File: src/rtl/core/length_prefixed_string_array_parser_unit_assert.svh
// Assertion macros shared by the string-array deframer RTL.
`ifndef LENGTH_PREFIXED_STRING_ARRAY_PARSER_UNIT_ASSERT_SVH
`define LENGTH_PREFIXED_STRING_ARRAY_PARSER_UNIT_ASSERT_SVH
`ifndef SYNTH
`define LPSAP_ASSERT_IMPLY(label, clk, rst_n, ante, cons) \
    label: assert property (@(posedge clk) disable iff (!rst_n) (ante) |-> (cons)) \
        else $error("deframer check failed");
`define LPSAP_ASSERT_NEXT(label, clk, rst_n, ante, cons) \
    label: assert property (@(posedge clk) disable iff (!rst_n) (ante) |=> (cons)) \
        else $error("deframer check failed");
`else
`define LPSAP_ASSERT_IMPLY(label, clk, rst_n, ante, cons)
`define LPSAP_ASSERT_NEXT(label, clk, rst_n, ante, cons)
`endif
`endif

File: src/rtl/core/lpsap_pkg.sv
// Shared types and constants of the string-array deframer.
`timescale 1ns / 1ps
package lpsap_pkg;

    localparam logic [2:0] PH_IDLE      = 3'd0;
    localparam logic [2:0] PH_COUNT     = 3'd1;
    localparam logic [2:0] PH_INDICATOR = 3'd2;
    localparam logic [2:0] PH_LENGTH    = 3'd3;
    localparam logic [2:0] PH_PAYLOAD   = 3'd4;
    localparam logic [2:0] PH_DONE      = 3'd5;

    localparam logic [7:0] ONE_BYTE_MAX  = 8'd245;
    localparam logic [7:0] TWO_BYTE_MARK = 8'd246;
    localparam logic [7:0] NUL_CHAR      = 8'd0;

    localparam logic ERR_NONE     = 1'b0;
    localparam logic ERR_NEG_LEN  = 1'b1;

    typedef struct packed {
        logic        valid;
        logic        has_char;
        logic [7:0]  char_value;
        logic        ends_element;
        logic        ends_array;
        logic [31:0] element_number;
        logic        error_code;
    } t_result;

endpackage

File: src/rtl/core/length_prefixed_string_array_parser_unit.sv
// Top level of the length-prefixed string-array deframer.
// The block takes one blob byte per beat and gives at most one result beat per byte: a
// character of the current element, an end-of-element mark (possibly with the last
// character), or the end of an empty array. Throughput is one byte per clock while the output
// is not held by i_m_axis_tready; a byte's result passes through the input register, the parse
// logic in the byte-state update, and the output register. A beat with tuser set starts a new
// blob; bytes before any blob start or after the array is complete give no result. Negative
// lengths close the element at once with the error flag set.
`timescale 1ns / 1ps
`include "length_prefixed_string_array_parser_unit_assert.svh"
module length_prefixed_string_array_parser_unit (
    input  logic        i_clk,
    input  logic        i_rst_n,
    input  logic        i_s_axis_tvalid,
    output logic        o_s_axis_tready,
    input  logic [7:0]  i_s_axis_tdata,   // [7:0] data_byte
    input  logic        i_s_axis_tuser,   // [0] blob_start
    output logic        o_m_axis_tvalid,
    input  logic        i_m_axis_tready,
    output logic [39:0] o_m_axis_tdata,   // [7:0] char_value, [39:8] element_number
    output logic [2:0]  o_m_axis_tuser,   // [0] has_char, [1] ends_element, [2] error_code
    output logic        o_m_axis_tlast    // ends_array
);

    logic               r_in_valid;
    logic [7:0]         r_in_byte;
    logic               r_in_start;
    logic               r_out_valid;
    lpsap_pkg::t_result r_out;
    lpsap_pkg::t_result w_res;
    logic               w_adv;
    logic               w_fire;

    // The parse stage moves whenever the result register is free or being drained.
    assign w_adv           = !r_out_valid || i_m_axis_tready;
    assign w_fire          = r_in_valid && w_adv;
    assign o_s_axis_tready = !r_in_valid || w_adv;

    always_ff @(posedge i_clk) begin
        if (!i_rst_n) begin
            r_in_valid <= 1'b0;
        end else if (o_s_axis_tready) begin
            r_in_valid <= i_s_axis_tvalid;
        end
    end

    always_ff @(posedge i_clk) begin
        if (o_s_axis_tready && i_s_axis_tvalid) begin
            r_in_byte  <= i_s_axis_tdata;
            r_in_start <= i_s_axis_tuser;
        end
    end

    lpsap_parser u_parser (
        .i_clk        (i_clk),
        .i_rst_n      (i_rst_n),
        .i_fire       (w_fire),
        .i_data_byte  (r_in_byte),
        .i_blob_start (r_in_start),
        .o_result     (w_res)
    );

    always_ff @(posedge i_clk) begin
        if (!i_rst_n) begin
            r_out_valid <= 1'b0;
        end else if (w_adv) begin
            r_out_valid <= w_fire && w_res.valid;
        end
    end

    always_ff @(posedge i_clk) begin
        if (w_adv) begin
            r_out <= w_res;
        end
    end

    assign o_m_axis_tvalid = r_out_valid;
    assign o_m_axis_tdata  = {r_out.element_number, r_out.char_value};
    assign o_m_axis_tuser  = {r_out.error_code, r_out.ends_element, r_out.has_char};
    assign o_m_axis_tlast  = r_out.ends_array;

    `LPSAP_ASSERT_IMPLY(a_char_not_nul, i_clk, i_rst_n, r_out_valid && r_out.has_char, r_out.char_value != lpsap_pkg::NUL_CHAR)
    `LPSAP_ASSERT_IMPLY(a_err_closes, i_clk, i_rst_n, r_out_valid && r_out.error_code, r_out.ends_element && !r_out.has_char)
    `LPSAP_ASSERT_IMPLY(a_empty_array, i_clk, i_rst_n, r_out_valid && r_out.ends_array && !r_out.ends_element, r_out.element_number == 32'd0 && !r_out.has_char)
    `LPSAP_ASSERT_NEXT(a_in_held, i_clk, i_rst_n, r_in_valid && !w_adv, r_in_valid && $stable(r_in_byte) && $stable(r_in_start))

endmodule

File: src/rtl/core/lpsap_parser.sv
// Per-byte parse state and the result of one blob byte.
`timescale 1ns / 1ps
module lpsap_parser (
    input  logic               i_clk,
    input  logic               i_rst_n,
    input  logic               i_fire,
    input  logic [7:0]         i_data_byte,
    input  logic               i_blob_start,
    output lpsap_pkg::t_result o_result
);

    logic [2:0]  r_phase,  n_phase;
    logic [1:0]  r_fbi,    n_fbi;
    logic [31:0] r_rem_el, n_rem_el;
    logic [31:0] r_len,    n_len;
    logic        r_short,  n_short;
    logic [31:0] r_rem_pay, n_rem_pay;
    logic        r_nul,    n_nul;
    logic [31:0] r_cur,    n_cur;

    always_comb begin
        logic [7:0]  b;
        logic        do_close;
        logic        close_hc;
        logic        close_err;
        logic        sp_go;
        logic [31:0] sp_len;
        logic        sp_err;
        logic        is_char;
        logic        last;
        logic [31:0] rem_dec;
        logic [31:0] pay_dec;

        b         = i_data_byte;
        do_close  = 1'b0;
        close_hc  = 1'b0;
        close_err = lpsap_pkg::ERR_NONE;
        sp_go     = 1'b0;
        sp_len    = '0;
        sp_err    = lpsap_pkg::ERR_NONE;
        is_char   = 1'b0;
        pay_dec   = '0;

        n_phase   = r_phase;
        n_fbi     = r_fbi;
        n_rem_el  = r_rem_el;
        n_len     = r_len;
        n_short   = r_short;
        n_rem_pay = r_rem_pay;
        n_nul     = r_nul;
        n_cur     = r_cur;

        o_result                = '0;
        o_result.element_number = r_cur;

        // A blob start abandons whatever was in progress.
        if (i_blob_start) begin
            n_phase   = lpsap_pkg::PH_COUNT;
            n_fbi     = '0;
            n_rem_el  = '0;
            n_len     = '0;
            n_short   = 1'b0;
            n_rem_pay = '0;
            n_nul     = 1'b0;
            n_cur     = '0;
            o_result.element_number = '0;
        end

        case (n_phase)
            lpsap_pkg::PH_COUNT: begin
                n_rem_el = n_rem_el | ({24'd0, b} << {n_fbi, 3'b000});
                if (n_fbi == 2'd3) begin
                    n_fbi = '0;
                    if (n_rem_el == '0) begin
                        n_phase = lpsap_pkg::PH_DONE;
                        o_result.valid      = 1'b1;
                        o_result.ends_array = 1'b1;
                    end else begin
                        n_phase = lpsap_pkg::PH_INDICATOR;
                    end
                end else begin
                    n_fbi = n_fbi + 2'd1;
                end
            end
            lpsap_pkg::PH_INDICATOR: begin
                if (b <= lpsap_pkg::ONE_BYTE_MAX) begin
                    sp_go  = 1'b1;
                    sp_len = {24'd0, b};
                end else begin
                    n_short = (b == lpsap_pkg::TWO_BYTE_MARK);
                    n_len   = '0;
                    n_fbi   = '0;
                    n_phase = lpsap_pkg::PH_LENGTH;
                end
            end
            lpsap_pkg::PH_LENGTH: begin
                n_len = n_len | ({24'd0, b} << {n_fbi, 3'b000});
                if ((n_short && n_fbi == 2'd1) || n_fbi == 2'd3) begin
                    n_fbi = '0;
                    sp_go = 1'b1;
                    if (n_short ? n_len[15] : n_len[31]) begin
                        sp_err = lpsap_pkg::ERR_NEG_LEN;
                    end else begin
                        sp_len = n_short ? {17'd0, n_len[14:0]} : n_len;
                    end
                end else begin
                    n_fbi = n_fbi + 2'd1;
                end
            end
            lpsap_pkg::PH_PAYLOAD: begin
                is_char = !n_nul && (b != lpsap_pkg::NUL_CHAR);
                if (b == lpsap_pkg::NUL_CHAR) begin
                    n_nul = 1'b1;
                end
                pay_dec   = n_rem_pay - 32'd1;
                n_rem_pay = pay_dec;
                if (pay_dec == '0) begin
                    do_close = 1'b1;
                    close_hc = is_char;
                end else if (is_char) begin
                    o_result.valid      = 1'b1;
                    o_result.has_char   = 1'b1;
                    o_result.char_value = b;
                end
            end
            default: begin
            end
        endcase

        if (sp_go) begin
            if (sp_len == '0) begin
                do_close  = 1'b1;
                close_err = sp_err;
            end else begin
                n_rem_pay = sp_len;
                n_nul     = 1'b0;
                n_phase   = lpsap_pkg::PH_PAYLOAD;
            end
        end

        rem_dec = n_rem_el - 32'd1;
        last    = (rem_dec == '0);
        if (do_close) begin
            n_rem_el = rem_dec;
            o_result.valid          = 1'b1;
            o_result.has_char       = close_hc;
            o_result.char_value     = close_hc ? b : 8'd0;
            o_result.ends_element   = 1'b1;
            o_result.ends_array     = last;
            o_result.element_number = n_cur;
            o_result.error_code     = close_err;
            if (last) begin
                n_phase = lpsap_pkg::PH_DONE;
            end else begin
                n_cur   = n_cur + 32'd1;
                n_phase = lpsap_pkg::PH_INDICATOR;
            end
        end
    end

    always_ff @(posedge i_clk) begin
        if (!i_rst_n) begin
            r_phase   <= lpsap_pkg::PH_IDLE;
            r_fbi     <= '0;
            r_rem_el  <= '0;
            r_len     <= '0;
            r_short   <= 1'b0;
            r_rem_pay <= '0;
            r_nul     <= 1'b0;
            r_cur     <= '0;
        end else if (i_fire) begin
            r_phase   <= n_phase;
            r_fbi     <= n_fbi;
            r_rem_el  <= n_rem_el;
            r_len     <= n_len;
            r_short   <= n_short;
            r_rem_pay <= n_rem_pay;
            r_nul     <= n_nul;
            r_cur     <= n_cur;
        end
    end

endmodule
File: config.mk
export PLATFORM = sky130hd
export DESIGN_NAME = length_prefixed_string_array_parser_unit
export DESIGN_NICKNAME = d
export VERILOG_FILES = /design/src/rtl/core/lpsap_pkg.sv /design/src/rtl/core/length_prefixed_string_array_parser_unit.sv /design/src/rtl/core/lpsap_parser.sv
export VERILOG_INCLUDE_DIRS = /design/src /design/src/rtl/core
export SDC_FILE = /design/constraint.sdc
export NUM_CORES = 1
export LEC_CHECK = 0
export BUFFER_PORTS_ARGS = -buffer_cell sky130_fd_sc_hd__buf_4
export CORE_UTILIZATION = 56
export CTS_CLUSTER_SIZE = 30
export DETAILED_ROUTE_END_ITERATION = 10
export GPL_TIMING_DRIVEN = 0
export MAX_ROUTING_LAYER = met4
export PLACE_DENSITY = 0.77
export SYNTH_ARGS = -nofsm -noshare
export SYNTH_HDL_FRONTEND = slang
export SYNTH_SLANG_ARGS = --single-unit
File: constraint.sdc
create_clock -name i_clk -period 4.7 [get_ports i_clk]
set_input_delay 0.235 -clock i_clk [delete_from_list [all_inputs] [get_ports i_clk]]
set_output_delay 0.235 -clock i_clk [all_outputs]
set_load 0.02 [all_outputs]
## Word level (Yosys, flattened, before mapping)

Index checks and enable logic that the tools add are counted.

| storage, ports and cells | value |
|---|---|
| bits in registers | 190 |
| output and inout bits | 46 |

| operators by class | value |
|---|---|
| $add $sub $neg | 4 |
| $lt $le $gt $ge | 1 |
| equality and inequality tests | 7 |
| shift operators | 1 |
| mux-type cells | 64 |
| bitwise logic cells | 2 |
| reduce and logical (&&, ||, !) cells | 18 |

Operators with widths:

| cell | count |
|---|---|
| $mux 32 | 15 |
| $logic_not 32->1 | 4 |
| $pmux 32 s2 | 2 |
| $or 32x32->32 | 2 |
| $sub 32x1->32 const B | 2 |
| $mux 45 | 1 |
| $add 32x1->32 const B | 1 |
| $shl 8x5->32 | 1 |
| $mux 1 | 25 |
| $mux 3 | 8 |
| $mux 10 | 2 |
| $mux 8 | 2 |
| $mux 9 | 1 |
| $eq 8x8->1 const B | 1 |
| $le 8x8->1 const B | 1 |
| $logic_not 8->1 | 1 |
| $mux 2 | 4 |
| $reduce_bool 8->1 | 1 |
| $eq 3x2->1 const B | 2 |
| $pmux 2 s3 | 1 |
| $pmux 3 s2 | 1 |
| $logic_and 1x1->1 | 5 |
| $reduce_and 5->1 | 1 |
| $pmux 1 s2 | 2 |
| 7 further kinds | 11 |

## Logic depth before layout (Yosys ltp)

| logic depth | value |
|---|---|
| depth in word-level cells | 12 |
| gate-level depth with buffers | 21 |

## Cells and area by module

A second synthesis with hierarchy kept.

| second synthesis, totals | value |
|---|---|
| cell total of the unflattened synthesis | 1598 |
| area total of the unflattened synthesis | 12404.4 µm² |

By module, submodules not included:

| module | instances | cells each | area an instance (µm²) | sequential area each (µm²) |
|---|---|---|---|---|
| lpsap_parser | 1 | 1533 | 10704.0 | 2702.6 |
| length_prefixed_string_array_parser_unit | 1 | 65 | 1700.4 | 1631.6 |

## Worst setup path before layout

No wires, ideal clock.

| timing path | value |
|---|---|
| path type | register to register |
| from | register r_in_start |
| to | register u_parser.r_cur[26] |
| setup time | 72 ps |
| arrival time | 4891 ps |
| setup slack | -263 ps |
| stages on the path, launching flop included | 22 |
| path buffers | 7 |
| period minus slack after synthesis | 4963 ps |
| cells stage by stage | edfxtp_1 > clkbuf_1 > inv_2 > clkbuf_1 > clkbuf_1 > clkbuf_1 > buf_1 > nand2_1 > inv_1 > ha_1 > or4b_1 > a211oi_1 > o211ai_1 > or4b_4 > nor4_4 > nand4_1 > and2_1 > buf_6 > or3_1 > buf_6 > nor3_2 > mux2i_1 |

| between the ends | value |
|---|---|
| cells in the longest elaborated chain, start to end | 11 |

RTL lines:

| what | line | text |
|---|---|---|
| start: declaration | length_prefixed_string_array_parser_unit.sv:27 | `logic r_in_start;` |
| start signal: assignment | length_prefixed_string_array_parser_unit.sv:50 | `r_in_start <= i_s_axis_tuser;` |
| parallel branches: the longest is 10 deep, another holds $sub 32x1->32 | -- |  |
| $mux 32 (*) | lpsap_parser.sv:143 | `if (do_close) begin` |
| end signal: assignment | lpsap_parser.sv:179 | `r_cur <= n_cur;` |
| end: declaration | lpsap_parser.sv:19 | `logic [31:0] r_cur, n_cur;` |

Mark *: on every way between the ends.
A chain may end at the register's enable or synchronous reset.

## Worst setup path after layout

| timing path | value |
|---|---|
| from | register r_in_start |
| to | register u_parser.r_cur[25] |

Same word-level chain as after synthesis.

==> results.md <==
- First-pass GRT wire length: 70700 um
- Area of the core: 20400 um2
- Critical path startpoint category: register
- Area grow syn2layout: 16.6%
- CTS tree: done
- Pins Over Slew Limit: 0
- Clk sinks: 190
- Status: finished, final reports clean
- Ys flop type: dfxtp_1
- Final period utilization: 0.992
- Crit path required time: 5.05 ns
- Congestion Overflow GR: 0
- Placed cell count: 1787
- Post-Syn Instances: 1459
- Synth area leader: dfxtp_1
- Most used routing layer: met2
- Layout cells sized above 1: 0.124
- Mapped Nets: 1477
- Slowest stage delay, CP: 0.57 ns
- Critical path capture point: u_parser.r_cur[25]
- Worst-Skew Late Latency: 0.46 ns
- I/O Pins: 59
- Top-count cell post-synth: nand2_1
- Initial DRC count: 2232
- Reg clk slew, reported paths: 0.08 ns
- Die Y: 147 um
- Total power: 3.96 mW
- Final core occ: 0.671
- CP max stage cell: or4b_4
- Pwr dens: 289 nW/um2
- Hold path depth: 3
- Slew @ Worst Pin: 1.00 ns
- Final Hold Viols: 0
- Final setup viols: 0
- Port buffer count: 57
- Vias: 13200
- Final setup margin: 0.0387 ns
- Global-route track usage on met2: 0.621
- Critical R2R Launch: r_in_start
- Die width: 147 um
- HPWL after DPL: 33900 um
- Yosys reg bits: 190
- Number of synthesized flops with an enable pin: 53
- Met1 Track Usage GR: 0.591
- Syn avg cell area: 8.06 um2
- VDD IR max: 0.000246 V
- Routing usage on met3: 0.140
- Slew HR: 0.327
- Crit path capture type: register
- Critical path origin: r_in_start
- Async S/R FF share, synth: 0
- Total track usage: 0.447
- Max-cap viol count: 0
- RD Place Congestion: 1.05
- Worst EP arrival: 5.01 ns
- Mapped cell area: 11800 um2
- Hold WC Path Type: input port to register
- Row count: 52
- TritonCTS buffer count: 17
- Filler cell count: 1691
- Clock Skews: 0.0168 ns
- Seq/Total Area, Yosys: 0.369
- Initial core utilization: 0.575
- CTS Root Cell: clkbuf_16
- Tmin final: 4.66 ns
- Via/cell ratio: 7.10
- Post-route ant nets: 0
- Worst-path fanout max: 6
- Fin cells: 1853
- R2R Path End: u_parser.r_cur[25]
- Ant diodes: 0
- Die area: 21600 um2
- Top cells by area, synth: dfxtp_1, edfxtp_1, nand2_1
- Reg2reg path depth: 20
- Sum of negative setup slack: 0 ns
- Largest net degree at the start of global routing: 35
- Final WL: 47700 um
- Drt pass-1 iters: 6
- Synth cell types: 83
- Remaining DRCs: 0
- # H-tree levels: 4
- R2R Setup Slk: 0.04 ns
- Pre-CTS setup slack: -2.23 ns
- Synth top cells by count: nand2_1, dfxtp_1, nor2_1, clkbuf_1, nor2b_1
- Synth warn: 0
- Post-synth top area share: 0.233
- Kind of critical path: register to register
- Static Leak: 5.10 nW
- Initial antenna violation count: 0
- Critical path, cell by cell: buf_8 > inv_6 > clkbuf_16 > buf_12 > nand2_2 > inv_1 > ha_1 > or4b_4 > a211oi_2 > o211ai_1 > or4b_4 > nor4_4 > nand4_1 > and2_1 > buf_6 > buf_8 > nor4_4 > buf_6 > nand3_1 > mux2i_1
- Maximum clock rate: 215 MHz
- Max Root-Sink Buffers: 2
- Wire per inst: 25.7 um
- Post-layout nets: 1588
- Vias in the first global route: 11900
-- kinds of logic after synthesis --
logic type	synth area share
XOR/XNOR	0.0320
AND/OR/NAND/NOR	0.300
adder cells (fa/ha/maj)	0.00532
AO/OA/AOI/OAI	0.222
multiplexers	0.0214
buffers and inverters	0.0505
flip-flops	0.369
-- worst max-delay path, delay by kind of cell, from the launching register on --
family                   cells  cell delay, ns
flip-flops                   1            0.50
AND/OR/NAND/NOR              8            2.36
AO/OA/AOI/OAI                2            0.36
multiplexers                 1            0.15
adder cells (fa/ha/maj)      1            0.12
buffers and inverters        8            1.04
-- power breakdown --
group / switching [mW] / leakage [nW] / internal [mW] / total, mW
logic: 0.451 / 3.05 / 0.200 / 0.651
registers: 0.0316 / 1.74 / 1.70 / 1.73
clock network: 0.790 / 0.310 / 0.787 / 1.58
-- layer usage --
layer | part of all wire | wire [um]
met1 | 0.38 | 18100
met2 | 0.41 | 19400
met3 | 0.16 | 7730
met4 | 0.051 | 2420
met5 | 0 | 0
-- final cells by class --
cell class	instances	area (um2)	share of cell area
Sequential cell	190	4330	0.316
Inverter	24	95.1	0.00694
Buffer	121	564	0.0412
Clock inverter	15	211	0.0154
Tap cell	270	338	0.0247
Multi-Input combinational cell	1120	6970	0.509
Clock buffer	17	425	0.0310
Timing Repair Buffer	96	761	0.0555
-- state kept, by name (all words and copies together), names as in the netlist --
name and flops:
u_parser.r_rem_pay 32, u_parser.r_short 1, o_m_axis_tuser 3, o_m_axis_tlast 1, u_parser.r_rem_el 32, o_m_axis_tdata 40, r_in_valid 1, r_in_byte 8
u_parser.r_nul 1, u_parser.r_len 32, u_parser.r_cur 32, u_parser.r_phase 3, u_parser.r_fbi 2, o_m_axis_tvalid 1, r_in_start 1
-- repair_timing --
| item | in CTS | in global routing |
|---|---|---|
| endpoints found under the hold margin | 9 | 0 |
| endpoints found under the setup margin | 141 | 66 |
| gates resized for setup | 41 | 38 |
| pin swaps | 9 | 7 |
| buffers inserted | 11 | 16 |
| cloned | 0 | 2 |
| hold buffers | 9 | 0 |
-- layout by cell type, fill, tap and decap left out, types with 9 or more instances in the layout --
cell	n
nand2_1	143
dfxtp_1	137
nor2_1	121
clkbuf_1	92
buf_4	87
nor2b_1	82
a21oi_1	81
nand3_1	70
o21ai_0	65
edfxtp_1	53
a22oi_1	49
nor3_1	43
a31oi_1	29
nand4_1	29
nor4_1	29
mux2i_1	24
xnor2_1	24
and2_1	24
inv_1	21
clkbuf_16	18
o211ai_1	18
xor2_1	18
and3_1	17
nor3b_1	15
or3_1	14
buf_2	13
a211oi_1	12
nand2b_1	11
a221oi_1	10
o31ai_1	9
a21boi_0	9
dlygate4sd3_1	9
-- stage by stage --
| stage | cell area (um2) | hold slack [ns] |
|---|---|---|
| CTS | 13500 | 0.0655 |
| finish | 13700 | 0.0603 |
| detailed placement | 12500 | 0.414 |
| global placement | 12500 | 0.414 |
| global route | 13700 | 0.0785 |
| floorplan | 11800 | 0.334 |
-- worst min path at each step --
stage                            from  slack (ns)           end
finish                i_s_axis_tvalid        0.06    r_in_valid
global route          i_s_axis_tvalid        0.08    r_in_valid
CTS                   i_s_axis_tvalid        0.07    r_in_valid
detailed placement  i_s_axis_tdata[6]        0.41  r_in_byte[6]
global placement    i_s_axis_tdata[2]        0.41  r_in_byte[2]
floorplan           i_s_axis_tdata[0]        0.33  r_in_byte[0]
Power figures use the tool's default switching activity.
